### src/design/ftx_pkg.sv
// Shared constants and item types for the Ethernet/IPv4 five-tuple extractor.
package ftx_pkg;

    localparam int LENGTH_WIDTH_DEFAULT = 16;

    localparam logic [15:0] ETHERTYPE_IPV4 = 16'h0800;
    localparam logic [7:0]  PROTO_TCP      = 8'd6;
    localparam logic [7:0]  PROTO_UDP      = 8'd17;

    localparam int OFF_ETYPE_HI  = 12;
    localparam int OFF_ETYPE_LO  = 13;
    localparam int OFF_IP_START  = 14;
    localparam int OFF_PROTO     = 23;
    localparam int OFF_SRC_FIRST = 26;
    localparam int OFF_SRC_LAST  = 29;
    localparam int OFF_DST_FIRST = 30;
    localparam int OFF_DST_LAST  = 33;
    localparam int PORT_LAST_REL = 3;

    typedef struct packed {
        logic [7:0]  data_byte;
        logic        last_byte;
        logic [15:0] wire_length;
    } t_in_item;

    typedef struct packed {
        logic        kind;
        logic        truncated;
        logic [15:0] frame_length;
        logic [31:0] source_address;
        logic [31:0] destination_address;
        logic [15:0] source_port;
        logic [15:0] destination_port;
        logic [4:0]  protocol_number;
    } t_out_item;

endpackage

### src/design/ftx_if.sv
// Valid/ready channel interfaces for frame bytes and five-tuple records.
interface ftx_in_if;
    logic             valid;
    logic             ready;
    ftx_pkg::t_in_item item;

    modport source (output valid, output item, input ready);
    modport sink   (input valid, input item, output ready);
endinterface

interface ftx_out_if;
    logic               valid;
    logic               ready;
    ftx_pkg::t_out_item item;

    modport source (output valid, output item, input ready);
    modport sink   (input valid, input item, output ready);
endinterface

### src/design/ftx_parser.sv
// Per-frame capture state and record decision for one frame byte.
module ftx_parser #(
    parameter int LENGTH_WIDTH = ftx_pkg::LENGTH_WIDTH_DEFAULT
) (
    input  logic               i_clk,
    input  logic               i_rst_n,
    input  logic               i_step,
    input  ftx_pkg::t_in_item  i_item,
    output logic               o_emit,
    output ftx_pkg::t_out_item o_result
);

    typedef logic [LENGTH_WIDTH-1:0] t_off;

    t_off        r_byte_offset, n_byte_offset;
    logic [15:0] r_ether_type, n_ether_type;
    logic [3:0]  r_header_words, n_header_words;
    logic [7:0]  r_protocol, n_protocol;
    logic [31:0] r_src_addr, n_src_addr;
    logic [31:0] r_dst_addr, n_dst_addr;
    logic [31:0] r_ports, n_ports;

    t_off       off;
    logic [7:0] b;
    logic [6:0] port_base;
    logic [6:0] port_last;
    logic       short_eth;
    logic       short_ip;
    logic       short_tuple;
    logic       is_ipv4;
    logic       is_tcp_udp;

    assign off = r_byte_offset;
    assign b   = i_item.data_byte;

    always_comb begin
        n_ether_type = r_ether_type;
        if (off == t_off'(ftx_pkg::OFF_ETYPE_HI) || off == t_off'(ftx_pkg::OFF_ETYPE_LO)) begin
            n_ether_type = {r_ether_type[7:0], b};
        end
        n_header_words = (off == t_off'(ftx_pkg::OFF_IP_START)) ? b[3:0] : r_header_words;
        n_protocol     = (off == t_off'(ftx_pkg::OFF_PROTO)) ? b : r_protocol;
        n_src_addr = r_src_addr;
        if (off >= t_off'(ftx_pkg::OFF_SRC_FIRST) && off <= t_off'(ftx_pkg::OFF_SRC_LAST)) begin
            n_src_addr = {r_src_addr[23:0], b};
        end
        n_dst_addr = r_dst_addr;
        if (off >= t_off'(ftx_pkg::OFF_DST_FIRST) && off <= t_off'(ftx_pkg::OFF_DST_LAST)) begin
            n_dst_addr = {r_dst_addr[23:0], b};
        end
        port_base = 7'(ftx_pkg::OFF_IP_START) + {1'b0, n_header_words, 2'b00};
        port_last = port_base + 7'(ftx_pkg::PORT_LAST_REL);
        n_ports = r_ports;
        if (off >= t_off'(port_base) && off <= t_off'(port_last)) begin
            n_ports = {r_ports[23:0], b};
        end
        n_byte_offset = (off == '1) ? off : off + t_off'(1);
    end

    // Offset compares stand in for "byte count below n" (count = offset + 1).
    always_comb begin
        short_eth   = off < t_off'(ftx_pkg::OFF_ETYPE_LO);
        short_ip    = off < t_off'(ftx_pkg::OFF_PROTO);
        short_tuple = (off < t_off'(ftx_pkg::OFF_DST_LAST)) || (off < t_off'(port_last));
        is_ipv4     = n_ether_type == ftx_pkg::ETHERTYPE_IPV4;
        is_tcp_udp  = (n_protocol == ftx_pkg::PROTO_TCP) || (n_protocol == ftx_pkg::PROTO_UDP);

        o_result              = '0;
        o_result.frame_length = i_item.wire_length;
        o_emit                = i_item.last_byte;
        if (short_eth) begin
            o_result.truncated = 1'b1;
        end else if (is_ipv4) begin
            o_result.kind = 1'b1;
            if (short_ip) begin
                o_result.truncated = 1'b1;
            end else if (!is_tcp_udp) begin
                o_emit = 1'b0;
            end else begin
                o_result.protocol_number = n_protocol[4:0];
                if (short_tuple) begin
                    o_result.truncated = 1'b1;
                end else begin
                    o_result.source_address      = n_src_addr;
                    o_result.destination_address = n_dst_addr;
                    o_result.source_port         = n_ports[31:16];
                    o_result.destination_port    = n_ports[15:0];
                end
            end
        end
    end

    always_ff @(posedge i_clk) begin
        if (!i_rst_n || (i_step && i_item.last_byte)) begin
            r_byte_offset  <= '0;
            r_ether_type   <= '0;
            r_header_words <= '0;
            r_protocol     <= '0;
            r_src_addr     <= '0;
            r_dst_addr     <= '0;
            r_ports        <= '0;
        end else if (i_step) begin
            r_byte_offset  <= n_byte_offset;
            r_ether_type   <= n_ether_type;
            r_header_words <= n_header_words;
            r_protocol     <= n_protocol;
            r_src_addr     <= n_src_addr;
            r_dst_addr     <= n_dst_addr;
            r_ports        <= n_ports;
        end
    end

endmodule

### src/design/eth_ipv4_five_tuple_extractor.sv
// Top level of the Ethernet/IPv4 five-tuple extractor.
// Takes one frame byte per item and accepts a new item every clock cycle; a byte
// is held in an input register, passes the capture logic and the record, if any,
// lands in the output register, so a record reaches the output only after its
// last byte has passed the input register. Throughput drops only while the
// output register holds a record that the sink does not take. The byte offset
// counter is LENGTH_WIDTH bits wide and sticks at its maximum on very long frames.
module eth_ipv4_five_tuple_extractor #(
    parameter int LENGTH_WIDTH = ftx_pkg::LENGTH_WIDTH_DEFAULT
) (
    input  logic      i_clk,
    input  logic      i_rst_n,
    ftx_in_if.sink    i_in,
    ftx_out_if.source o_out
);

    logic               r_s1_valid;
    ftx_pkg::t_in_item  r_s1_item;
    logic               r_out_valid;
    ftx_pkg::t_out_item r_out_item;

    logic               s1_fire;
    logic               emit;
    ftx_pkg::t_out_item result;

    assign s1_fire     = r_s1_valid && (!r_out_valid || o_out.ready);
    assign i_in.ready  = !r_s1_valid || s1_fire;
    assign o_out.valid = r_out_valid;
    assign o_out.item  = r_out_item;

    ftx_parser #(
        .LENGTH_WIDTH(LENGTH_WIDTH)
    ) u_parser (
        .i_clk   (i_clk),
        .i_rst_n (i_rst_n),
        .i_step  (s1_fire),
        .i_item  (r_s1_item),
        .o_emit  (emit),
        .o_result(result)
    );

    always_ff @(posedge i_clk) begin
        if (!i_rst_n) begin
            r_s1_valid <= 1'b0;
        end else if (i_in.ready) begin
            r_s1_valid <= i_in.valid;
        end
    end

    always_ff @(posedge i_clk) begin
        if (i_in.ready && i_in.valid) begin
            r_s1_item <= i_in.item;
        end
    end

    always_ff @(posedge i_clk) begin
        if (!i_rst_n) begin
            r_out_valid <= 1'b0;
        end else if (s1_fire && emit) begin
            r_out_valid <= 1'b1;
        end else if (o_out.ready) begin
            r_out_valid <= 1'b0;
        end
    end

    always_ff @(posedge i_clk) begin
        if (s1_fire && emit) begin
            r_out_item <= result;
        end
    end

endmodule

### src/flat_wrapper.sv
// flat-port wrapper written by rule: the top's interface ports become plain ports
module eth_ipv4_five_tuple_extractor_flat 
#(
    parameter int LENGTH_WIDTH = ftx_pkg::LENGTH_WIDTH_DEFAULT
)
  (i_clk, i_rst_n, i_in_valid, i_in_item, i_in_ready, o_out_valid, o_out_item, o_out_ready);
  ftx_in_if i_in_i ();
  ftx_out_if o_out_i ();
  input  logic i_clk;
  input  logic i_rst_n;
  input wire logic [$bits(i_in_i.valid)-1:0] i_in_valid;
  input wire logic [$bits(i_in_i.item)-1:0] i_in_item;
  output wire logic [$bits(i_in_i.ready)-1:0] i_in_ready;
  output wire logic [$bits(o_out_i.valid)-1:0] o_out_valid;
  output wire logic [$bits(o_out_i.item)-1:0] o_out_item;
  input wire logic [$bits(o_out_i.ready)-1:0] o_out_ready;
  assign i_in_i.valid = i_in_valid;
  assign i_in_i.item = i_in_item;
  assign i_in_ready = i_in_i.ready;
  assign o_out_valid = o_out_i.valid;
  assign o_out_item = o_out_i.item;
  assign o_out_i.ready = o_out_ready;
  eth_ipv4_five_tuple_extractor #(.LENGTH_WIDTH(LENGTH_WIDTH)) u_core (.i_clk(i_clk), .i_rst_n(i_rst_n), .i_in(i_in_i), .o_out(o_out_i));
endmodule
### config.mk
export PLATFORM = sky130hd
export DESIGN_NAME = eth_ipv4_five_tuple_extractor_flat
export DESIGN_NICKNAME = d
export VERILOG_FILES = /design/src/design/ftx_pkg.sv /design/src/design/ftx_if.sv /design/src/design/ftx_parser.sv /design/src/design/eth_ipv4_five_tuple_extractor.sv /design/src/flat_wrapper.sv
export SDC_FILE = /design/constraint.sdc
export NUM_CORES = 1
export LEC_CHECK = 0
export ABC_CLOCK_PERIOD_IN_PS = 4200
export BUFFER_PORTS_ARGS = -buffer_cell sky130_fd_sc_hd__buf_2
export CORE_ASPECT_RATIO = 0.7
export CORE_MARGIN = 3
export CORE_UTILIZATION = 52
export CTS_CLUSTER_SIZE = 40
export DETAILED_ROUTE_END_ITERATION = 10
export PLACE_DENSITY = 0.84
export SYNTH_ARGS = -nofsm -noshare
export SYNTH_HDL_FRONTEND = slang
export SYNTH_SLANG_ARGS = --single-unit
### constraint.sdc
create_clock -name i_clk -period 4.2 [get_ports i_clk]
set_clock_uncertainty 0.1 [all_clocks]
set_input_delay 0.84 -clock i_clk [delete_from_list [all_inputs] [get_ports i_clk]]
set_output_delay 0.84 -clock i_clk [all_outputs]
set_load 0.01 [all_outputs]
==> out/qor.txt, run 1 <==
Relative slew margins: 24.55%
# diodes: 0
Max VDD drop: 0.2939 mV
min Tclk post-route: 3938 ps
final wirelength: 28.42 mm
post-synthesis sequential element count: 286
die area: 25530 µm²
clock slew seen by the registers of the worst setup and hold paths: 70 ps
endpoint type of the worst setup path: register
Netlist cell types: 63
Sink Count: 286
Fmax: 0.2539 GHz
Initial Util: 53.63%
cell count after synthesis: 1190
Overall Power: 5.538 mW
Critical Path RT: 4500 ps
Slew Viols, Final: 0
initial detailed-routing violation count: 836
Layout Nets: 1361
share of cells above drive strength 1: 22.01%
core area: 22910 µm²
Slowest-stage cell, CP: o211ai_1
GPL Wtd Cong: 0.9280
Pleak: 5.234 nW
Setup Total Neg Slack: 0 ps
dpl ws: 232.1 ps
slowest stage delay, CP: 410 ps
Non-Filler Instances: 1652
CP Max Fanout: 23
Hold WS: 315.1 ps
Synth area leader: edfxtp_1
Critical Path AT: 4240 ps
hold buffers post-CTS: 0
max layer used: met4
Initial DRT Pass Iterations: 6
pin count of the biggest net entering global routing: 56
initial antenna violation count: 0
Mapped Nets: 1233
DP HPWL: 18.48 mm
routed wl met3: 2.287 mm
root buf cell: clkbuf_16
P&R area growth vs syn: 16.20%
Die Wd: 189.7 µm
measured slew at the worst slew-check pin: 1129 ps
fin crit share: 93.77%
Total GRT Usage: 21.56%
Final Cell Area: 14270 µm²
Metal-1 WL: 12.78 mm
outcome: finished clean
CTS H-tree depth: 1
CTS Buf Count: 28
CTS max path bufs: 3
Clk Latency, worst-skew pair: 550 ps
Main synth FF type: edfxtp_1
synth top area cells: edfxtp_1, dfxtp_1, nand2_1
WL per Instance: 17.20 µm
via count: 9122
post-synth top area share: 35.20%
Post CTS Setup Buffer Count: 0
placed insts: 1600
power density over the cells: 387.9 nW/µm²
first-pass GRT wire length: 44.73 mm
register area share after synthesis: 58.34%
vias in the first global route: 8457
Final WS setup: 261.6 ps
Syn Std Cell Area: 12280 µm²
Worst Hold Class: reg -> reg
Post-DRT Antenna Nets: 0
top cells by count, synth: nand2_1, a21oi_1, edfxtp_1
final setup vio count: 0
Crit Path Category: reg -> reg
I/O Buffers: 149
WL met2: 12.69 mm
Overflow after GRT: 0
# Max-Cap Violations: 0
Top Ports: 150
Cell Rows: 46
DR vias/cell: 5.522
Die Y-Extent: 134.6 µm
Avg Cell Area, Syn: 10.32 µm²
most frequent cell after synthesis: nand2_1
EDFF count, synth: 144
crit-path cells: inv_1 > ha_1 > and4b_1 > nand4_1 > buf_4 > mux2i_2 > or2_2 > nand2_1 > ha_1 > nand4b_1 > o211ai_1 > o31ai_1 > or3_4 > buf_12 > buf_12 > nor2_4
RSZ-0062 raised after global routing: no
CTS tree: yes
fin util: 62.32%
CP startpoint kind: register
Post-DP Area: 13380 µm²
Synth Warn #: 0
DRC viols: 0
async set or reset register ratio after synthesis: 0%
Fin. Hold Viols: 0
[per-layer routing]
| metal | vias to the layer above | global-route usage, % |
|---|---|---|
| met2 | 343 | 33.13 |
| li1 | 4419 | - |
| met4 | 0 | 5.416 |
| met3 | 50 | 4.567 |
| met5 | - | 0 |
| met1 | 4310 | 31.47 |
[cell families (layout without fill, tap and decap cells)]
kind of cell / Yosys count / count (layout) / synth area share [%]
simple gates: 465 / 465 / 18.49
flops: 286 / 286 / 58.34
compound gates: 235 / 235 / 10.49
buf+inv: 96 / 246 / 3.789
mux: 78 / 78 / 6.366
xor+xnor: 15 / 15 / 1.069
fa+ha+maj: 14 / 14 / 1.426
other cells: 1 / 1 / 0.03053
[worst max-delay path, delay by kind of cell (launching register included)]
kind                       cells  cell delay (ps)
and+or+nand+nor                7             1130
muxes                          1              310
AOI/OAI and AO/OA              2              580
buffers and inverters          4              710
DFF                            1              390
adders and majority gates      2              530
[layout by cell type (no fill, tap or decap), drive strengths merged, types with 2 or more instances in the layout]
cell type / count
buf: 183
nand3: 40
a211oi: 2
and4b: 2
or4: 6
o31ai: 3
o2111ai: 2
nand2b: 2
and3: 2
nor4b: 2
and2: 3
nand2: 288
nand3b: 3
and4: 4
or2: 5
clkbuf: 36
edfxtp: 144
o21bai: 2
xor2: 4
nand4: 6
nor3: 11
nor4: 8
ha: 14
nor4bb: 4
clkinv: 13
or3: 8
nor2: 65
o21ai: 49
xnor2: 11
mux2i: 77
clkinvlp: 2
inv: 11
a21oi: 165
nor2b: 3
o21a: 2
dfxtp: 142
a21o: 2
[final cells by class]
cell class              instances  area (µm²)
repair buffers                183        1076
flip-flops and latches        286        7167
inverters                      11       45.04
well taps                     312       390.4
clock buffers                  36       770.7
clock inverters                16       123.9
fillers                      1828        8632
multi-input cells             808        4702
[state kept, by name (all words and copies together), names as in the netlist]
register,cells
u_core.u_parser.r_ports,32
u_core.u_parser.r_src_addr,32
u_core.r_s1_valid,1
u_core.u_parser.r_dst_addr,32
u_core.r_s1_item,25
u_core.o_out.item,119
u_core.u_parser.r_header_words,4
u_core.o_out.valid,1
u_core.u_parser.r_protocol,8
u_core.u_parser.off,16
u_core.u_parser.r_ether_type,16
[what timing repair did]
item                       in CTS  in global routing
resized for setup               0                  2
hold endpoints to repair        0                  0
setup endpoints to repair       0                 32
[report_power, final]
part / internal [mW] / switching [mW]
Clock: 1.36 / 1.05
Sequential: 2.95 / 0.0223
Combinational: 0.0455 / 0.109
[final timing paths]
path / startpoint / end / slack (ps) / depth (start not counted)
setup / recovery: u_core.u_parser.off[0]$_SDFFE_PP0P_ / u_core.o_out.item[54]$_SDFFCE_PP0P_ / 260 / 16
hold / removal: u_core.r_s1_item[10]$_DFFE_PP_ / u_core.o_out.item[111]$_DFFE_PP_ / 320 / 0
setup reg to reg: u_core.u_parser.off[0]$_SDFFE_PP0P_ / u_core.o_out.item[54]$_SDFFCE_PP0P_ / 260 / 16
hold reg to reg: u_core.r_s1_item[10]$_DFFE_PP_ / u_core.o_out.item[111]$_DFFE_PP_ / 320 / 0
(Power assumes the default switching activity.)
==> run 2, diff against run 1 <==
--- a/config.mk
+++ b/config.mk
@@ -5,14 +5,15 @@
 export SDC_FILE = /design/constraint.sdc
 export NUM_CORES = 1
 export LEC_CHECK = 0
-export ABC_CLOCK_PERIOD_IN_PS = 4200
-export BUFFER_PORTS_ARGS = -buffer_cell sky130_fd_sc_hd__buf_2
+export ABC_CLOCK_PERIOD_IN_PS = 4019
 export CORE_ASPECT_RATIO = 0.7
 export CORE_MARGIN = 3
-export CORE_UTILIZATION = 52
+export CORE_UTILIZATION = 55
 export CTS_CLUSTER_SIZE = 40
 export DETAILED_ROUTE_END_ITERATION = 10
-export PLACE_DENSITY = 0.84
+export DONT_BUFFER_PORTS = 1
+export PLACE_DENSITY = 0.79
+export SKIP_CTS_REPAIR_TIMING = 1
 export SYNTH_ARGS = -nofsm -noshare
 export SYNTH_HDL_FRONTEND = slang
 export SYNTH_SLANG_ARGS = --single-unit
==> constraint.sdc (replaced) <==
create_clock -name i_clk -period 4.02 [get_ports i_clk]
set_clock_uncertainty 0.1 [all_clocks]
set_input_delay 0.804 -clock i_clk [delete_from_list [all_inputs] [get_ports i_clk]]
set_output_delay 0.804 -clock i_clk [all_outputs]
set_load 0.01 [all_outputs]
==> out/qor.txt, run 2 (synthesized netlist as in run 1, its figures left out) <==
outcome: finished clean
die area: 24190 µm² (-5.3%)
CP startpoint kind: register
Critical Path RT: 4380 ps (-120 ps)
P&R area growth vs syn: 10.53%
Die Y-Extent: 131.0 µm (-2.6%)
power density over the cells: 431.1 nW/µm² (+11%)
Layout Nets: 1218 (-11%)
fin crit share: 94.65% (+0.88 points)
root buf cell: clkbuf_16
initial antenna violation count: 0 (unchanged)
Post-DRT Antenna Nets: 0 (unchanged)
Final Cell Area: 13580 µm² (-4.9%)
initial detailed-routing violation count: 845 (+1.1%)
met3 usage: 4.787% (+0.22 points)
CP Max Fanout: 12 (-48%)
Fin. Hold Viols: 0 (unchanged)
final setup vio count: 0 (unchanged)
CTS Buf Count: 26 (-7.1%)
Post-DP Area: 12620 µm² (-5.7%)
Overflow after GRT: 0 (unchanged)
final wirelength: 27.17 mm (-4.4%)
measured slew at the worst slew-check pin: 1205 ps (+76.19 ps)
share of cells above drive strength 1: 12.30% (-9.7 points)
CTS H-tree depth: 1 (unchanged)
Slew Viols, Final: 0 (unchanged)
Top Ports: 150 (unchanged)
Total GRT Usage: 21.78% (+0.22 points)
first-pass GRT wire length: 42.42 mm (-5.2%)
# Max-Cap Violations: 0 (unchanged)
placed insts: 1426 (-11%)
commonest cells after routing, fill and taps aside: nand2_1, a21oi_1, edfxtp_1, dfxtp_1, mux2i_1
Clk Latency, worst-skew pair: 540 ps (about the same)
DRC viols: 0 (unchanged)
Initial Util: 56.38% (+2.7 points)
Largest register FFs: 119 (unchanged)
Sink Count: 286 (unchanged)
Cell Rows: 45 (-2.2%)
# diodes: 0 (unchanged)
Worst Hold Class: in -> reg
M2 GR Usage: 32.92% (-0.21 points)
layer with the highest usage: met2
clock slew seen by the registers of the worst setup and hold paths: 70 ps (about the same)
GPL Wtd Cong: 0.9099 (-2.0%)
I/O Buffers: 0 (-100%)
endpoint type of the worst setup path: register
Initial DRT Pass Iterations: 5 (-1)
Pleak: 4.547 nW (-13%)
most common cell after layout, fill and taps aside: nand2_1
DP HPWL: 17.50 mm (-5.3%)
Crit Path Category: reg -> reg
met1 Usage GRT: 32.54% (+1.1 points)
WL per Instance: 18.40 µm (+6.9%)
CTS max path bufs: 3 (unchanged)
CTS tree: yes
pin count of the biggest net entering global routing: 83 (+48%)
Fmax: 0.2628 GHz (+3.5%)
Hold WS: 264.1 ps (-51.01 ps)
Relative slew margins: 19.45% (-5.1 points)
# fillers: 1713 (-6.3%)
min Tclk post-route: 3805 ps (-133.5 ps)
DR vias/cell: 5.863 (+6.2%)
Setup Total Neg Slack: 0 ps (unchanged)
Max VDD drop: 0.4198 mV (+43%)
Die Wd: 184.6 µm (-2.7%)
Critical Path AT: 4170 ps (-70 ps)
vias in the first global route: 7819 (-7.5%)
core area: 21790 µm² (-4.9%)
Non-Filler Instances: 1477 (-11%)
via count: 8660 (-5.1%)
run 2: cell count changes in the layout (fill, tap and decap cells not counted), moves of 2 or more:
cell       delta
bufinv_16     +3
clkinv_1      -2
clkbuf_1      +5
clkinv_2      -8
buf_2       -149
o21ai_1       +2
o21ai_0       -2
buf_4         +8
run 2: final timing paths:
kind                                        start                                       end  slack, ps  depth (start not counted)
max          u_core.u_parser.off[15]$_SDFFE_PP0P_  u_core.u_parser.r_ports[17]$_SDFFE_PP0P_        220                         16
min                                 i_in_item[18]            u_core.r_s1_item[18]$_DFFE_PP_        260                          0
max reg2reg  u_core.u_parser.off[15]$_SDFFE_PP0P_  u_core.u_parser.r_ports[17]$_SDFFE_PP0P_        220                         16
min reg2reg         u_core.r_s1_item[9]$_DFFE_PP_          u_core.o_out.item[110]$_DFFE_PP_        310                          0
run 2: metal layers:
| metal | routed length [µm] | part of all wire (%) |
|---|---|---|
| met1 | 12330 | 45 |
| met2 | 12150 | 45 |
| met3 | 2234 | 8.2 |
| met4 | 454 | 1.7 |
| met5 | 0 | 0 |
run 2: per-stage QoR:
step	utilization, %	worst slack (ps)	total power, mW
after floorplan	-	103.6	3.253
after global routing	62.31	-18.74	6.028
final	62.31	215.1	5.853
after detailed placement	57.90	159.5	3.307
after CTS	62.08	150.9	5.895
after global placement	57.90	297.8	3.303
run 2: area by class of cell:
cell class                 instances  area [µm²]  share of cell area, %
multi-input combinational        808        4707                  34.67
sequential                       286        7167                  52.78
clock inverter                     8       157.7                  1.161
clock buffer                      40       753.2                  5.547
tap                              282       352.8                  2.599
timing repair buffer              42       395.4                  2.912
inverter                          11       45.04                 0.3317
run 2: where the power goes:
part / switching, mW / internal, mW / total, mW / leakage [nW]
combinational: 0.0962 / 0.0317 / 0.128 / 1.43
sequential: 0.0328 / 3.08 / 3.12 / 2.68
clock: 1.06 / 1.55 / 2.61 / 0.439
run 2: worst max-delay path, cell delays in order (launching register included):
cell and delay, ps:
dfxtp_1 380, nor4_4 420, nand4_1 270, mux2i_2 250, or2_2 350, nand2_1 80, ha_1 230, a21o_1 150
a21oi_1 150, o211ai_1 120, buf_4 180, o31a_1 130, buf_4 180, nor3_4 170, buf_4 180, buf_12 160
mux2i_1 220
